## config.mk

```make
export PLATFORM = sky130hd
export DESIGN_NAME = bfm_ctrl
export DESIGN_NICKNAME = d
export VERILOG_FILES = /design/src/rtl/core/bfm_pkg.sv /design/src/rtl/core/bfm_ctrl.sv
export SDC_FILE = /design/constraint.sdc
export NUM_CORES = 1
export LEC_CHECK = 0
export BUFFER_PORTS_ARGS = -buffer_cell sky130_fd_sc_hd__buf_4
export CAP_MARGIN = 20
export CORE_AREA = 3 3 40 42
export CTS_BUF_LIST = sky130_fd_sc_hd__clkbuf_8 sky130_fd_sc_hd__clkbuf_16
export DETAILED_ROUTE_END_ITERATION = 12
export DIE_AREA = 0 0 43 45
export PLACE_DENSITY_LB_ADDON = 0.12
export SETUP_SLACK_MARGIN = 0.05
export SLEW_MARGIN = 40
export SYNTH_ARGS = -nofsm -noshare
export SYNTH_HDL_FRONTEND = slang
export SYNTH_SLANG_ARGS = --single-unit
```

## constraint.sdc

```tcl
create_clock -name clk -period 2.4 [get_ports clk]
set_input_delay 0.36 -clock clk [delete_from_list [all_inputs] [get_ports clk]]
set_output_delay 0.36 -clock clk [all_outputs]
set_load 0.005 [all_outputs]
```

## src/rtl/core/bfm_pkg.sv

```systemverilog
// package with shared types, command and status codes for the buffer frame manager
`default_nettype none
package bfm_pkg;
	typedef enum logic [2:0] {
		CMD_FETCH = 3'd0,
		CMD_UNPIN = 3'd1,
		CMD_NEW   = 3'd2,
		CMD_FLUSH = 3'd3,
		CMD_FLALL = 3'd4
	} cmd_t;

	typedef enum logic [1:0] {
		ST_OK       = 2'd0,
		ST_NO_FRAME = 2'd1,
		ST_NOT_RES  = 2'd2,
		ST_NOT_PIN  = 2'd3
	} status_t;

	typedef enum logic [2:0] {
		S_IDLE,
		S_LOOKUP,
		S_EXEC,
		S_SCAN,
		S_OUT
	} state_t;

	localparam int unsigned CMD_W    = 3;
	localparam int unsigned STATUS_W = 2;
	localparam int unsigned FRAME_W  = 4;
	localparam int unsigned WB_W     = 31;
	localparam int unsigned PIN_W    = 8;
	localparam int unsigned MAX_RES  = 16;

	typedef struct packed {
		logic latch;
		logic lookup;
		logic exec;
		logic scan_start;
		logic scan_step;
	} ctl_t;

	typedef struct packed {
		logic is_flall;
		logic scan_done;
		logic scan_emit;
		logic bad_cmd;
	} sts_t;
endpackage
`default_nettype wire

```

## src/rtl/core/bfm_ctrl.sv

```systemverilog
// controller state machine sequencing lookup, execute and flush-all scan
`default_nettype none
module bfm_ctrl (
	input  wire logic         clk,
	input  wire logic         arst_n,
	input  wire logic         in_valid,
	output logic              in_ready,
	output logic              res_valid,
	input  wire logic         res_ready,
	input  wire logic         res_last,
	input  wire bfm_pkg::sts_t sts,
	output bfm_pkg::ctl_t     ctl
);
	bfm_pkg::state_t state_q, state_d;

	always_ff @(posedge clk or negedge arst_n) begin
		if (!arst_n) begin
			state_q <= bfm_pkg::S_IDLE;
		end else begin
			state_q <= state_d;
		end
	end

	always_comb begin
		state_d   = state_q;
		ctl       = '0;
		in_ready  = 1'b0;
		res_valid = 1'b0;
		unique case (state_q)
			bfm_pkg::S_IDLE: begin
				in_ready = 1'b1;
				if (in_valid) begin
					ctl.latch = 1'b1;
					state_d   = bfm_pkg::S_LOOKUP;
				end
			end
			bfm_pkg::S_LOOKUP: begin
				ctl.lookup = 1'b1;
				priority if (sts.bad_cmd) begin
					state_d = bfm_pkg::S_IDLE;
				end else if (sts.is_flall) begin
					ctl.scan_start = 1'b1;
					state_d        = bfm_pkg::S_SCAN;
				end else begin
					state_d = bfm_pkg::S_EXEC;
				end
			end
			bfm_pkg::S_EXEC: begin
				ctl.exec = 1'b1;
				state_d  = bfm_pkg::S_OUT;
			end
			bfm_pkg::S_SCAN: begin
				ctl.scan_step = 1'b1;
				if (sts.scan_emit || sts.scan_done) state_d = bfm_pkg::S_OUT;
			end
			bfm_pkg::S_OUT: begin
				res_valid = 1'b1;
				if (res_ready) begin
					if (res_last) begin
						state_d = bfm_pkg::S_IDLE;
					end else begin
						state_d = bfm_pkg::S_SCAN;
					end
				end
			end
			default: state_d = bfm_pkg::S_IDLE;
		endcase
	end
endmodule
`default_nettype wire

```

==> impl_metrics.yaml <==
floorplanning:
  core_area_sq_mm: 0.00128
  die_w_um: 43
  io_pins: 16
  start_util: 0.197
  die-area_sq_mm: 0.00194
  rows: 13
  die_height_um: 45
clock_network:
  cts_resized: 0
  cts_tree: "done"
  root_buffer: "clkbuf_8"
  clock_latency_ns: 0.21
  cts.sinks: 3
  htreeDepth: 1
  hold_buffers: 1
  clockBufferDepth: 2
  cts_buffers: 3
  clk_pin_slew_worst_paths_ns: 0.03
  postCtsSetupBuffers: 0
place:
  portBuffers: 15
  post-place-ws_ns: 0.941
  place_inst: 57
  globalplace.congestion: 0.716
  dp.final_hpwl_um: 500
setup_path:
  cp.arrival_ns: 1.32
  critPathCaptureType: "output pin"
  cp_max_fo: 10
  cp.required_ns: 2.04
  worstSetupPathType: "reg2out"
  startpoint_type: "flip-flop"
run:
  cap_violations: 0
route:
  ant_nets: 0
  drc: 0
  drtIter0Drc: 1
  vias: 269
  routed_wl_um: 633
  wl_per_cell_um: 10.2
  vias_per_cell: 4.34
  first_pass_iters: 2
global_routing:
  use_met2: 0.0988
  busiest_layer: "met2"
  grtUsageMet1: 0.0874
  grt_max_degree: 12
  grt_pass1_wl_um: 1040
  grt_overflow_total: 0
  grtUsageMet3: 0.0319
  antenna_found_initial: 0
  grt_use_total: 0.0743
  grt_pass1_vias: 255
hold_path:
  hp-class: "in2reg"
synthesis:
  avgSynthCellArea_sq_um: 8.72
  synth_cell_type_count: 18
  yosys.area.top_type_share: 0.297
  yosys.area.top_type: "dfrtp_1"
  syn-cell-area_sq_um: 253
  yosys_warnings: 0
  ys_seq_elements: 3
  synth.area.top_cells: "dfrtp_1 (30%), nor3b_1 (12%), nand3b_4 (7.9%)"
  syn_inst: 29
  synth-seq-area-share: 0.297
  syn_nets: 38
sta:
  setup_viol: 0
  finalCritPeriodShare: 0.702
  worstMarginPinSlew_ns: 0.336
  slew_headroom: 0.776
  finalSetupTns_ns: 0
  hold_viol_final: 0
  rsz0062_at_grt: "no"
  fin_ws_ns: 0.716
  finalMaxSlewViolations: 0
  timing.fmax_mhz: 594
  final.min_clock_period_ns: 1.68
  clock_skew_ns: 0.00200
pwr:
  power_density_mw_per_mm2: 1080
  power.leakage_uw: 0.000226
  peakVddDrop_uv: 303
cells_and_area:
  largest_register_ffs: 3
  layout-drive-gt1-share: 0.447
  n_fill_cell: 132
  final_common_cell: "buf_4"
  nets: 57
  area_growth_pct: 67.3
  final_cell_mix: "buf_4 (15), nor2_1 (5), nor3b_1 (4)"
  final_cells: 62
  top_regs: "state_q (3)"
  largest-register: "state_q"
  n_antenna_cell: 0
status:
  status: "finished clean"
[kinds of logic after synthesis]
| group | Yosys count | synth area share |
|---|---|---|
| buf+inv | 3 | 0.0792 |
| compound gates | 6 | 0.144 |
| flops | 3 | 0.297 |
| simple gates | 17 | 0.480 |
[report_power, final]
part           total (uW)  internal (uW)  switching [uW]
clock network         141            109            32.5
registers             124           71.0            52.9
logic                 190            119            70.6
total                 455            299             156
[worst max-delay path: stages, from the launching register on]
cell,delay [ns]
dfrtp_1,0.53
nor3b_1,0.28
and3b_1,0.20
buf_4,0.10
[layer usage]
layer	part of all wire	wire length, um
met1	0.42	263
met2	0.48	306
met3	0.10	64
met4	0	0
met5	0	0
[cell usage after synthesis]
| cell type | instances |
|---|---|
| nor3_1 | 1 |
| buf_6 | 1 |
| nor2_1 | 5 |
| a21boi_1 | 1 |
| nand3b_4 | 1 |
| nor3b_1 | 4 |
| and2_1 | 1 |
| and3b_1 | 1 |
| o21ai_0 | 2 |
| buf_2 | 1 |
| or3_4 | 1 |
| nand2b_1 | 1 |
| a21oi_1 | 2 |
| or2_0 | 1 |
| or2b_2 | 1 |
| dfrtp_1 | 3 |
| inv_1 | 1 |
| a32oi_1 | 1 |
[final cells by class]
| class | count | area [sq um] | area share |
|---|---|---|---|
| Multi-Input combinational cell | 23 | 158 | 0.373 |
| Timing Repair Buffer | 16 | 123 | 0.290 |
| Sequential cell | 3 | 75.1 | 0.178 |
| Clock buffer | 3 | 41.3 | 0.0976 |
| Tap cell | 15 | 18.8 | 0.0444 |
| Clock inverter | 1 | 3.75 | 0.00888 |
| Inverter | 1 | 3.75 | 0.00888 |
[metrics by stage]
stage / hold slack [ns] / area [sq um] / power (uW) / utilization
2_1_floorplan: 0.0644 / 253 / 229 / -
3_3_place_gp: 0.150 / 368 / 316 / 0.286
3_5_place_dp: 0.151 / 368 / 319 / 0.286
4_1_cts: 0.427 / 423 / 465 / 0.329
5_1_grt: 0.458 / 423 / 495 / 0.329
6_report: 0.427 / 423 / 455 / 0.329
[final timing paths]
check / start / to / slack [ns] / depth (start not counted)
worst max-delay path: state_q[0] / ctl[1] / 0.72 / 3
worst min-delay path: res_ready / state_q[2] / 0.43 / 3
worst max register to register: state_q[2] / state_q[2] / 1.14 / 3
worst min register to register: state_q[1] / state_q[2] / 0.76 / 2
max in group asynchronous: arst_n / state_q[1] / 1.83 / 2
min in group asynchronous: arst_n / state_q[2] / 0.47 / 2
No activity file was read; power rests on OpenSTA's default activity.
