File: src/rtl/core/bfm_pkg.sv
// package with shared types, command and status codes for the buffer frame manager
`default_nettype none
package bfm_pkg;
	typedef enum logic [2:0] {
		CMD_FETCH = 3'd0,
		CMD_UNPIN = 3'd1,
		CMD_NEW   = 3'd2,
		CMD_FLUSH = 3'd3,
		CMD_FLALL = 3'd4
	} cmd_t;

	typedef enum logic [1:0] {
		ST_OK       = 2'd0,
		ST_NO_FRAME = 2'd1,
		ST_NOT_RES  = 2'd2,
		ST_NOT_PIN  = 2'd3
	} status_t;

	typedef enum logic [2:0] {
		S_IDLE,
		S_LOOKUP,
		S_EXEC,
		S_SCAN,
		S_OUT
	} state_t;

	localparam int unsigned CMD_W    = 3;
	localparam int unsigned STATUS_W = 2;
	localparam int unsigned FRAME_W  = 4;
	localparam int unsigned WB_W     = 31;
	localparam int unsigned PIN_W    = 8;
	localparam int unsigned MAX_RES  = 16;

	typedef struct packed {
		logic latch;
		logic lookup;
		logic exec;
		logic scan_start;
		logic scan_step;
	} ctl_t;

	typedef struct packed {
		logic is_flall;
		logic scan_done;
		logic scan_emit;
		logic bad_cmd;
	} sts_t;
endpackage
`default_nettype wire

File: src/rtl/core/bfm_dpath.sv
// frame table, lru list and result register
`default_nettype none
module bfm_dpath #(
	parameter int unsigned FRAMES       = 16,
	parameter int unsigned PAGE_ID_BITS = 31
) (
	input  wire logic                       clk,
	input  wire logic                       arst_n,
	input  wire bfm_pkg::ctl_t              ctl,
	output bfm_pkg::sts_t                   sts,
	input  wire logic [bfm_pkg::CMD_W-1:0]  in_cmd,
	input  wire logic [PAGE_ID_BITS-1:0]    in_page_id,
	input  wire logic                       in_mark_dirty,
	output logic [bfm_pkg::STATUS_W-1:0]    o_status,
	output logic [bfm_pkg::FRAME_W-1:0]     o_frame,
	output logic                            o_load_needed,
	output logic                            o_writeback_valid,
	output logic [bfm_pkg::WB_W-1:0]        o_writeback_page,
	output logic                            o_last
);
	localparam int unsigned FW = (FRAMES > 1) ? $clog2(FRAMES) : 1;
	localparam int unsigned CW = $clog2(FRAMES + 1);
	localparam int unsigned NW = $clog2(bfm_pkg::MAX_RES + 1);
	localparam logic [bfm_pkg::PIN_W-1:0] PIN_MAX = '1;

	logic [PAGE_ID_BITS-1:0]   page_q [FRAMES];
	logic [FRAMES-1:0]         valid_q, dirty_q;
	logic [bfm_pkg::PIN_W-1:0] pin_q [FRAMES];
	logic [FW-1:0]             lru_q [FRAMES];
	logic [CW-1:0]             lru_cnt_q, unused_q;

	logic [bfm_pkg::CMD_W-1:0] cmd_q;
	logic [PAGE_ID_BITS-1:0]   pid_q;
	logic                      md_q;
	logic                      hit_q;
	logic [FW-1:0]             hf_q;
	logic [FW-1:0]             scan_q;
	logic                      scan_end_q;
	logic [NW-1:0]             n_q;

	logic [bfm_pkg::STATUS_W-1:0] st_q;
	logic [FW-1:0]                fr_q;
	logic                         ld_q, wv_q, last_q;
	logic [PAGE_ID_BITS-1:0]      wp_q;

	// lookup: lowest valid match
	logic          hit_c;
	logic [FW-1:0] hf_c;
	always_comb begin
		hit_c = 1'b0;
		hf_c  = '0;
		for (int i = FRAMES - 1; i >= 0; i--) begin
			if (valid_q[i] && page_q[i] == pid_q) begin
				hit_c = 1'b1;
				hf_c  = FW'(i);
			end
		end
	end

	// remove frame rem_f from lru list: position and presence
	logic [FW-1:0] rem_f;
	logic [FRAMES-1:0] rem_match;
	logic [FRAMES-1:0] rem_after;
	logic              rem_hit;
	always_comb begin
		rem_match = '0;
		for (int i = 0; i < FRAMES; i++)
			rem_match[i] = (CW'(i) < lru_cnt_q) && (lru_q[i] == rem_f);
		rem_after = '0;
		rem_hit   = 1'b0;
		for (int i = 0; i < FRAMES; i++) begin
			rem_hit      = rem_hit | rem_match[i];
			rem_after[i] = rem_hit;
		end
	end

	wire is_fetch = cmd_q == bfm_pkg::CMD_FETCH;
	wire is_unpin = cmd_q == bfm_pkg::CMD_UNPIN;
	wire is_new   = cmd_q == bfm_pkg::CMD_NEW;
	wire is_flush = cmd_q == bfm_pkg::CMD_FLUSH;
	wire is_flall = cmd_q == bfm_pkg::CMD_FLALL;
	wire install  = is_new || (is_fetch && !hit_q);
	wire use_unused = unused_q < CW'(FRAMES);
	wire [FW-1:0] victim = use_unused ? unused_q[FW-1:0] : lru_q[0];
	wire have_victim = use_unused || (lru_cnt_q != '0);
	wire victim_dirty = valid_q[victim] && dirty_q[victim];
	wire [bfm_pkg::PIN_W-1:0] pin_h = pin_q[hf_q];
	wire unpin_ok = hit_q && pin_h != '0;
	wire push = is_unpin && unpin_ok && pin_h == bfm_pkg::PIN_W'(1);
	wire do_remove = (is_fetch && hit_q) || push ||
		(install && have_victim && !use_unused);

	assign rem_f = (install) ? victim : hf_q;
	wire scan_hit = valid_q[scan_q] && dirty_q[scan_q];

	assign sts.is_flall  = is_flall;
	assign sts.bad_cmd   = !(is_fetch || is_unpin || is_new || is_flush || is_flall);
	assign sts.scan_emit = ctl.scan_step && !scan_end_q && scan_hit &&
		n_q < NW'(bfm_pkg::MAX_RES);
	assign sts.scan_done = ctl.scan_step &&
		(scan_end_q || n_q >= NW'(bfm_pkg::MAX_RES));

	// next lru list: remove, then append at the back
	logic [FW-1:0] lru_d [FRAMES];
	logic [CW-1:0] lru_cnt_d;
	always_comb begin
		lru_d     = lru_q;
		lru_cnt_d = lru_cnt_q;
		if (do_remove) begin
			for (int i = 0; i < FRAMES - 1; i++)
				if (rem_after[i]) lru_d[i] = lru_q[i + 1];
			if (rem_hit) lru_cnt_d = lru_cnt_q - CW'(1);
		end
		if (push && lru_cnt_d < CW'(FRAMES)) begin
			lru_d[lru_cnt_d[FW-1:0]] = hf_q;
			lru_cnt_d                = lru_cnt_d + CW'(1);
		end
	end

	// next result
	logic [bfm_pkg::STATUS_W-1:0] st_d;
	logic [FW-1:0]                fr_d;
	logic                         ld_d, wv_d, last_d;
	logic [PAGE_ID_BITS-1:0]      wp_d;
	always_comb begin
		st_d   = bfm_pkg::ST_OK;
		fr_d   = '0;
		ld_d   = 1'b0;
		wv_d   = 1'b0;
		wp_d   = '0;
		last_d = 1'b1;
		priority if (sts.scan_emit) begin
			fr_d   = scan_q;
			wv_d   = 1'b1;
			wp_d   = page_q[scan_q];
			last_d = 1'b0;
		end else if (sts.scan_done) begin
			if (n_q != '0) begin
				st_d = st_q;
				fr_d = fr_q;
				ld_d = ld_q;
				wv_d = wv_q;
				wp_d = wp_q;
			end
		end else if (install) begin
			if (have_victim) begin
				fr_d = victim;
				ld_d = is_fetch;
				wv_d = victim_dirty;
				wp_d = victim_dirty ? page_q[victim] : '0;
			end else begin
				st_d = bfm_pkg::ST_NO_FRAME;
			end
		end else if (!hit_q) begin
			st_d = bfm_pkg::ST_NOT_RES;
		end else if (is_unpin && !unpin_ok) begin
			st_d = bfm_pkg::ST_NOT_PIN;
		end else begin
			fr_d = hf_q;
			if (is_flush) begin
				wv_d = 1'b1;
				wp_d = page_q[hf_q];
			end
		end
	end

	always_ff @(posedge clk) begin
		if (ctl.latch) begin
			cmd_q <= in_cmd;
			pid_q <= in_page_id;
			md_q  <= in_mark_dirty;
		end
		if (ctl.lookup) begin
			hit_q <= hit_c;
			hf_q  <= hf_c;
		end
		if (ctl.exec && install && have_victim) page_q[victim] <= pid_q;
		if (ctl.exec || sts.scan_emit || sts.scan_done) begin
			st_q   <= st_d;
			fr_q   <= fr_d;
			ld_q   <= ld_d;
			wv_q   <= wv_d;
			wp_q   <= wp_d;
			last_q <= last_d;
		end
	end

	always_ff @(posedge clk or negedge arst_n) begin
		if (!arst_n) begin
			valid_q    <= '0;
			dirty_q    <= '0;
			lru_cnt_q  <= '0;
			unused_q   <= '0;
			scan_q     <= '0;
			scan_end_q <= 1'b0;
			n_q        <= '0;
			for (int i = 0; i < FRAMES; i++) begin
				pin_q[i] <= '0;
				lru_q[i] <= '0;
			end
		end else begin
			if (ctl.exec) begin
				if (install && have_victim) begin
					valid_q[victim] <= 1'b1;
					dirty_q[victim] <= 1'b0;
					pin_q[victim]   <= bfm_pkg::PIN_W'(1);
					if (use_unused) unused_q <= unused_q + CW'(1);
				end else if (hit_q) begin
					if (is_fetch && pin_h != PIN_MAX)
						pin_q[hf_q] <= pin_h + bfm_pkg::PIN_W'(1);
					if (is_unpin && md_q) dirty_q[hf_q] <= 1'b1;
					if (is_unpin && unpin_ok) pin_q[hf_q] <= pin_h - bfm_pkg::PIN_W'(1);
					if (is_flush) dirty_q[hf_q] <= 1'b0;
				end
				lru_q     <= lru_d;
				lru_cnt_q <= lru_cnt_d;
			end
			if (ctl.scan_start) begin
				scan_q     <= '0;
				scan_end_q <= 1'b0;
				n_q        <= '0;
			end
			if (ctl.scan_step && !sts.scan_done) begin
				if (sts.scan_emit) begin
					dirty_q[scan_q] <= 1'b0;
					n_q             <= n_q + NW'(1);
				end
				if (scan_q == FW'(FRAMES - 1)) scan_end_q <= 1'b1;
				else scan_q <= scan_q + FW'(1);
			end
		end
	end

	// whether any further dirty valid frame exists past the one being output; also set once MAX_RES results were emitted
	logic lookahead_none;
	always_comb begin
		lookahead_none = 1'b1;
		for (int i = 0; i < FRAMES; i++)
			if (CW'(i) > CW'(fr_q) && valid_q[i] && dirty_q[i]) lookahead_none = 1'b0;
		if (n_q >= NW'(bfm_pkg::MAX_RES)) lookahead_none = 1'b1;
	end

	// flush-all: each found frame is output while scanning ahead for the last flag
	assign o_status          = st_q;
	assign o_frame           = bfm_pkg::FRAME_W'(fr_q);
	assign o_load_needed     = ld_q;
	assign o_writeback_valid = wv_q;
	assign o_writeback_page  = bfm_pkg::WB_W'(wp_q);
	assign o_last            = last_q | (is_flall && lookahead_none);
endmodule
`default_nettype wire

File: config.mk
export PLATFORM = sky130hd
export DESIGN_NAME = bfm_dpath
export DESIGN_NICKNAME = d
export VERILOG_FILES = /design/src/rtl/core/bfm_pkg.sv /design/src/rtl/core/bfm_dpath.sv
export SDC_FILE = /design/constraint.sdc
export NUM_CORES = 2
export LEC_CHECK = 0
export CAP_MARGIN = 30
export CORE_ASPECT_RATIO = 0.75
export CORE_UTILIZATION = 55
export CTS_CLUSTER_SIZE = 30
export DETAILED_ROUTE_END_ITERATION = 7
export DONT_BUFFER_PORTS = 1
export PLACE_DENSITY = 0.7
export SLEW_MARGIN = 20
export SYNTH_ARGS = -nofsm -noshare
export SYNTH_HDL_FRONTEND = slang
export SYNTH_SLANG_ARGS = --single-unit
export TNS_END_PERCENT = 10
File: constraint.sdc
create_clock -name clk -period 8.1 [get_ports clk]
set_clock_uncertainty 0.2 [all_clocks]
set_input_delay 0.405 -clock clk [delete_from_list [all_inputs] [get_ports clk]]
set_output_delay 0.405 -clock clk [all_outputs]
set_load 0.01 [all_outputs]
==> summary.md <==
| Metric | Value |
|---|---|
| Status | `finished with violations` |
| Failing checks | `design-rule violations` |
| Synth async-reset ratio | `0.2976` |
| Worst-Skew Late Latency | `0.73 ns` |
| Area grow syn2layout | `9.960%` |
| Die Y | `~270 um` |
| WS Path Type | `register to register` |
| Leading area contributor after synthesis | `edfxtp_1` |
| ANT nets after route | `0` |
| Synthesized area | `between 50,000 and 60,000 sq um` |
| Total track usage | `0.4803` |
| Global-route wire length before repair | `between 300,000 and 400,000 um` |
| Rel. slew slack | `0.1737` |
| Final-report max-slew violation count | `0` |
| Period utilization | `0.7625` |
| Worst vdd ir | `0.0002882 V` |
| Starting Density | `0.5579` |
| Seq/Total Area, Yosys | `0.4465` |
| Post-synth top area share | `0.3300` |
| DRT Pass-1 Iters | `8` |
| Final Worst Setup Slack | `~1.9 ns` |
| Average cell area after synthesis | `10.70 sq um` |
| CTS tree | `yes` |
| Syn Inst Count | `4,900` |
| Synth unique cells | `82` |
| Hold WC Path Type | `primary input to register` |
| Pre-CTS setup slack | `2.014 ns` |
| Synth warn | `0` |
| Crit path DAT | `6.56 ns` |
| Pin count of the biggest net entering global routing | `about 250` |
| Area contributors post-synth | `edfxtp_1 (33%), mux4_2 (15%), dfrtp_1 (12%)` |
| GRT overflow | `0` |
| CP startpoint kind | `register` |
| Total core area | `around 94,000 sq um` |
| Via density | `approximately 7.5` |
| RSZ-0062 raised after global routing | `no` |
| Inserted Clock Buffers | `a little under 90` |
| R2R Path Start | `unused_q[4]` |
| Final Total Pwr | `13.95 mW` |
| Initial antenna violation count | `29` |
| WP data required | `8.49 ns` |
| Synthesis-stage register bit count | `between 800 and 900` |
| CP Capture Type | `register` |
| # rows | `97` |
| Fin crit period | `around 6 ns` |
| Setup TNS | `0 ns` |
| Detailed-placement wirelength estimate | `159,400 um` |
| Number of global-route vias before repair | `41,138` |
| Fmax | `~0.16 GHz` |
| Syn nets | `4,955` |
| P per Cell Area | `242.0 nW/um^2` |
| I/O Pins | `86` |
| Final Hold Vio Count | `0` |
| Post-synth EDFFs | `576` |
| PortBufs | `0` |
| Drt total wl | `around 230,000 um` |
| Max Fanout on Critical Path | `63` |
| Die Footprint | `96,540 sq um` |
| Final setup fails | `0` |
| # H-tree levels | `3` |
| Final GP Congestion | `1.085` |
| Max-cap violations | `0` |
| Dominant synthesized flop cell | `edfxtp_1` |
| Worst Tran Pin Value | `1.231 ns` |
| Register area | `23,410 sq um` |
| HP Start | `ctl[0]` |
| Leakage | `around 19 nW` |
| Layout cell share with drive strength beyond 1 | `0.1477` |
| Clk sinks | `820` |
| Clock buffer depth | `3` |
| DRT iter0 DRCs | `9,187` |
| Nets | `roughly 4,900` |
| Multi-input combinational cell area | `27,550 sq um` |
| Filler instances | `between 7,000 and 8,000` |
| CTS root buf | `clkbuf_16` |
| Die width | `~360 um` |
| Total number of vias | `46,215` |
| Post-CTS Setup Bufs | `0` |
| WL/cell | `38.29 um` |
| Clock slew seen by the registers of the worst setup and hold paths | `0.06 ns` |
| DRC | `2` |
| Setup crit start | `unused_q[4]` |
layout by cell type, fill, tap and decap left out, drive strengths merged, types with 40 or more instances in the layout:
master	Yosys	routed
mux4	353	353
nand3	323	323
o22ai	54	54
o221ai	64	64
nor3	40	40
nand2	737	737
a21oi	166	166
nand4	132	132
o21ai	362	362
a311oi	95	95
dlygate4sd3	0	41
nor2	307	307
buf	77	135
o2bb2ai	49	49
inv	85	89
dfrtp	244	244
nor4	60	60
and3	58	58
xnor2	542	542
clkbuf	294	119
edfxtp	576	576
layer usage:
layer | part of all wire | GRT usage | routed length [um]
met5 | 0.0021 | 0.01150 | 489
met4 | 0.044 | 0.1587 | 10260
met3 | 0.20 | 0.2881 | 46110
met2 | 0.38 | 0.6076 | 89620
met1 | 0.38 | 0.6701 | 88030
what timing repair did:
action,in CTS,in global routing
resized for setup,0,0
hold endpoints to repair,400,0
hold buffers,44,0
worst max-delay path, stage by stage (launching register included):
cell,delay (ns)
dfrtp_1,0.86
mux2_4,0.92
nor3_1,0.09
buf_4,0.22
or2_2,0.46
xnor2_1,0.23
nor4_1,0.14
nor3_4,0.36
nand3_4,0.17
o31ai_4,0.81
o21ai_1,0.36
a21boi_1,0.73
nand2b_1,0.25
o221ai_1,0.23
cell families after synthesis:
group	synth area share
buffers and inverters	0.03404
XOR/XNOR	0.09391
AO/OA/AOI/OAI	0.1112
AND/OR/NAND/NOR	0.1521
adder cells (fa/ha/maj)	0.003104
flip-flops	0.4465
multiplexers	0.1591
sequential cells by signal, indices dropped and copies added, names as in the netlist, 2 cells and up, named ones only:
| signal | flops |
|---|---|
| cmd_q | 3 |
| hf_q | 4 |
| o_status | 2 |
| dirty_q | 16 |
| scan_q | 4 |
| unused_q | 5 |
| valid_q | 16 |
| n_q | 5 |
| lru_q | 60 |
| o_frame | 4 |
| lru_cnt_q | 5 |
| o_writeback_page | 31 |
| pin_q | 128 |
| page_q | 496 |
| pid_q | 31 |
metrics by stage:
step	instances	hold slack, ns	util	area (sq um)
2_1_floorplan	4900	-0.09059	-	52410
3_3_place_gp	5867	-0.08641	0.5705	53590
3_5_place_dp	5885	-0.08546	0.5739	53910
4_1_cts	6089	0.01030	0.6107	57370
5_1_grt	6108	0.06941	0.6131	57590
6_report	6124	0.03378	0.6135	57630
final cells by class:
type | count | share of cell area
Antenna cell | 19 | 0.0008250
Clock buffer | 116 | 0.04071
Clock inverter | 44 | 0.01070
Inverter | 87 | 0.005666
Multi-Input combinational cell | 3622 | 0.4780
Sequential cell | 820 | 0.4062
Tap cell | 1237 | 0.02686
Timing Repair Buffer | 179 | 0.03100
power by group:
group | leakage (nW) | switching, mW | internal (mW)
sequential | 8.22 | 0.290 | 4.71
clock | 1.43 | 1.86 | 2.41
combinational | 9.72 | 3.25 | 1.42
cells in the mapped netlist (all sizes together) (49+ instances only):
cell type / number
nor4: 60
xnor2: 542
a311oi: 95
o2bb2ai: 49
inv: 85
nand2: 737
o22ai: 54
edfxtp: 576
nand4: 132
and3: 58
dfrtp: 244
mux4: 353
o21ai: 362
nand3: 323
nor2: 307
a21oi: 166
o221ai: 64
clkbuf: 294
buf: 77
worst paths after layout:
kind,to,cells past startpoint,slack (ns)
max,lru_q[57],13,1.92
min,o_status[1],3,0.03
max reg2reg,lru_q[57],13,1.92
min reg2reg,pin_q[99],2,0.28
max in group asynchronous,pin_q[74],3,6.33
min in group asynchronous,lru_q[37],2,0.14
Power figures use the tool's default switching activity.
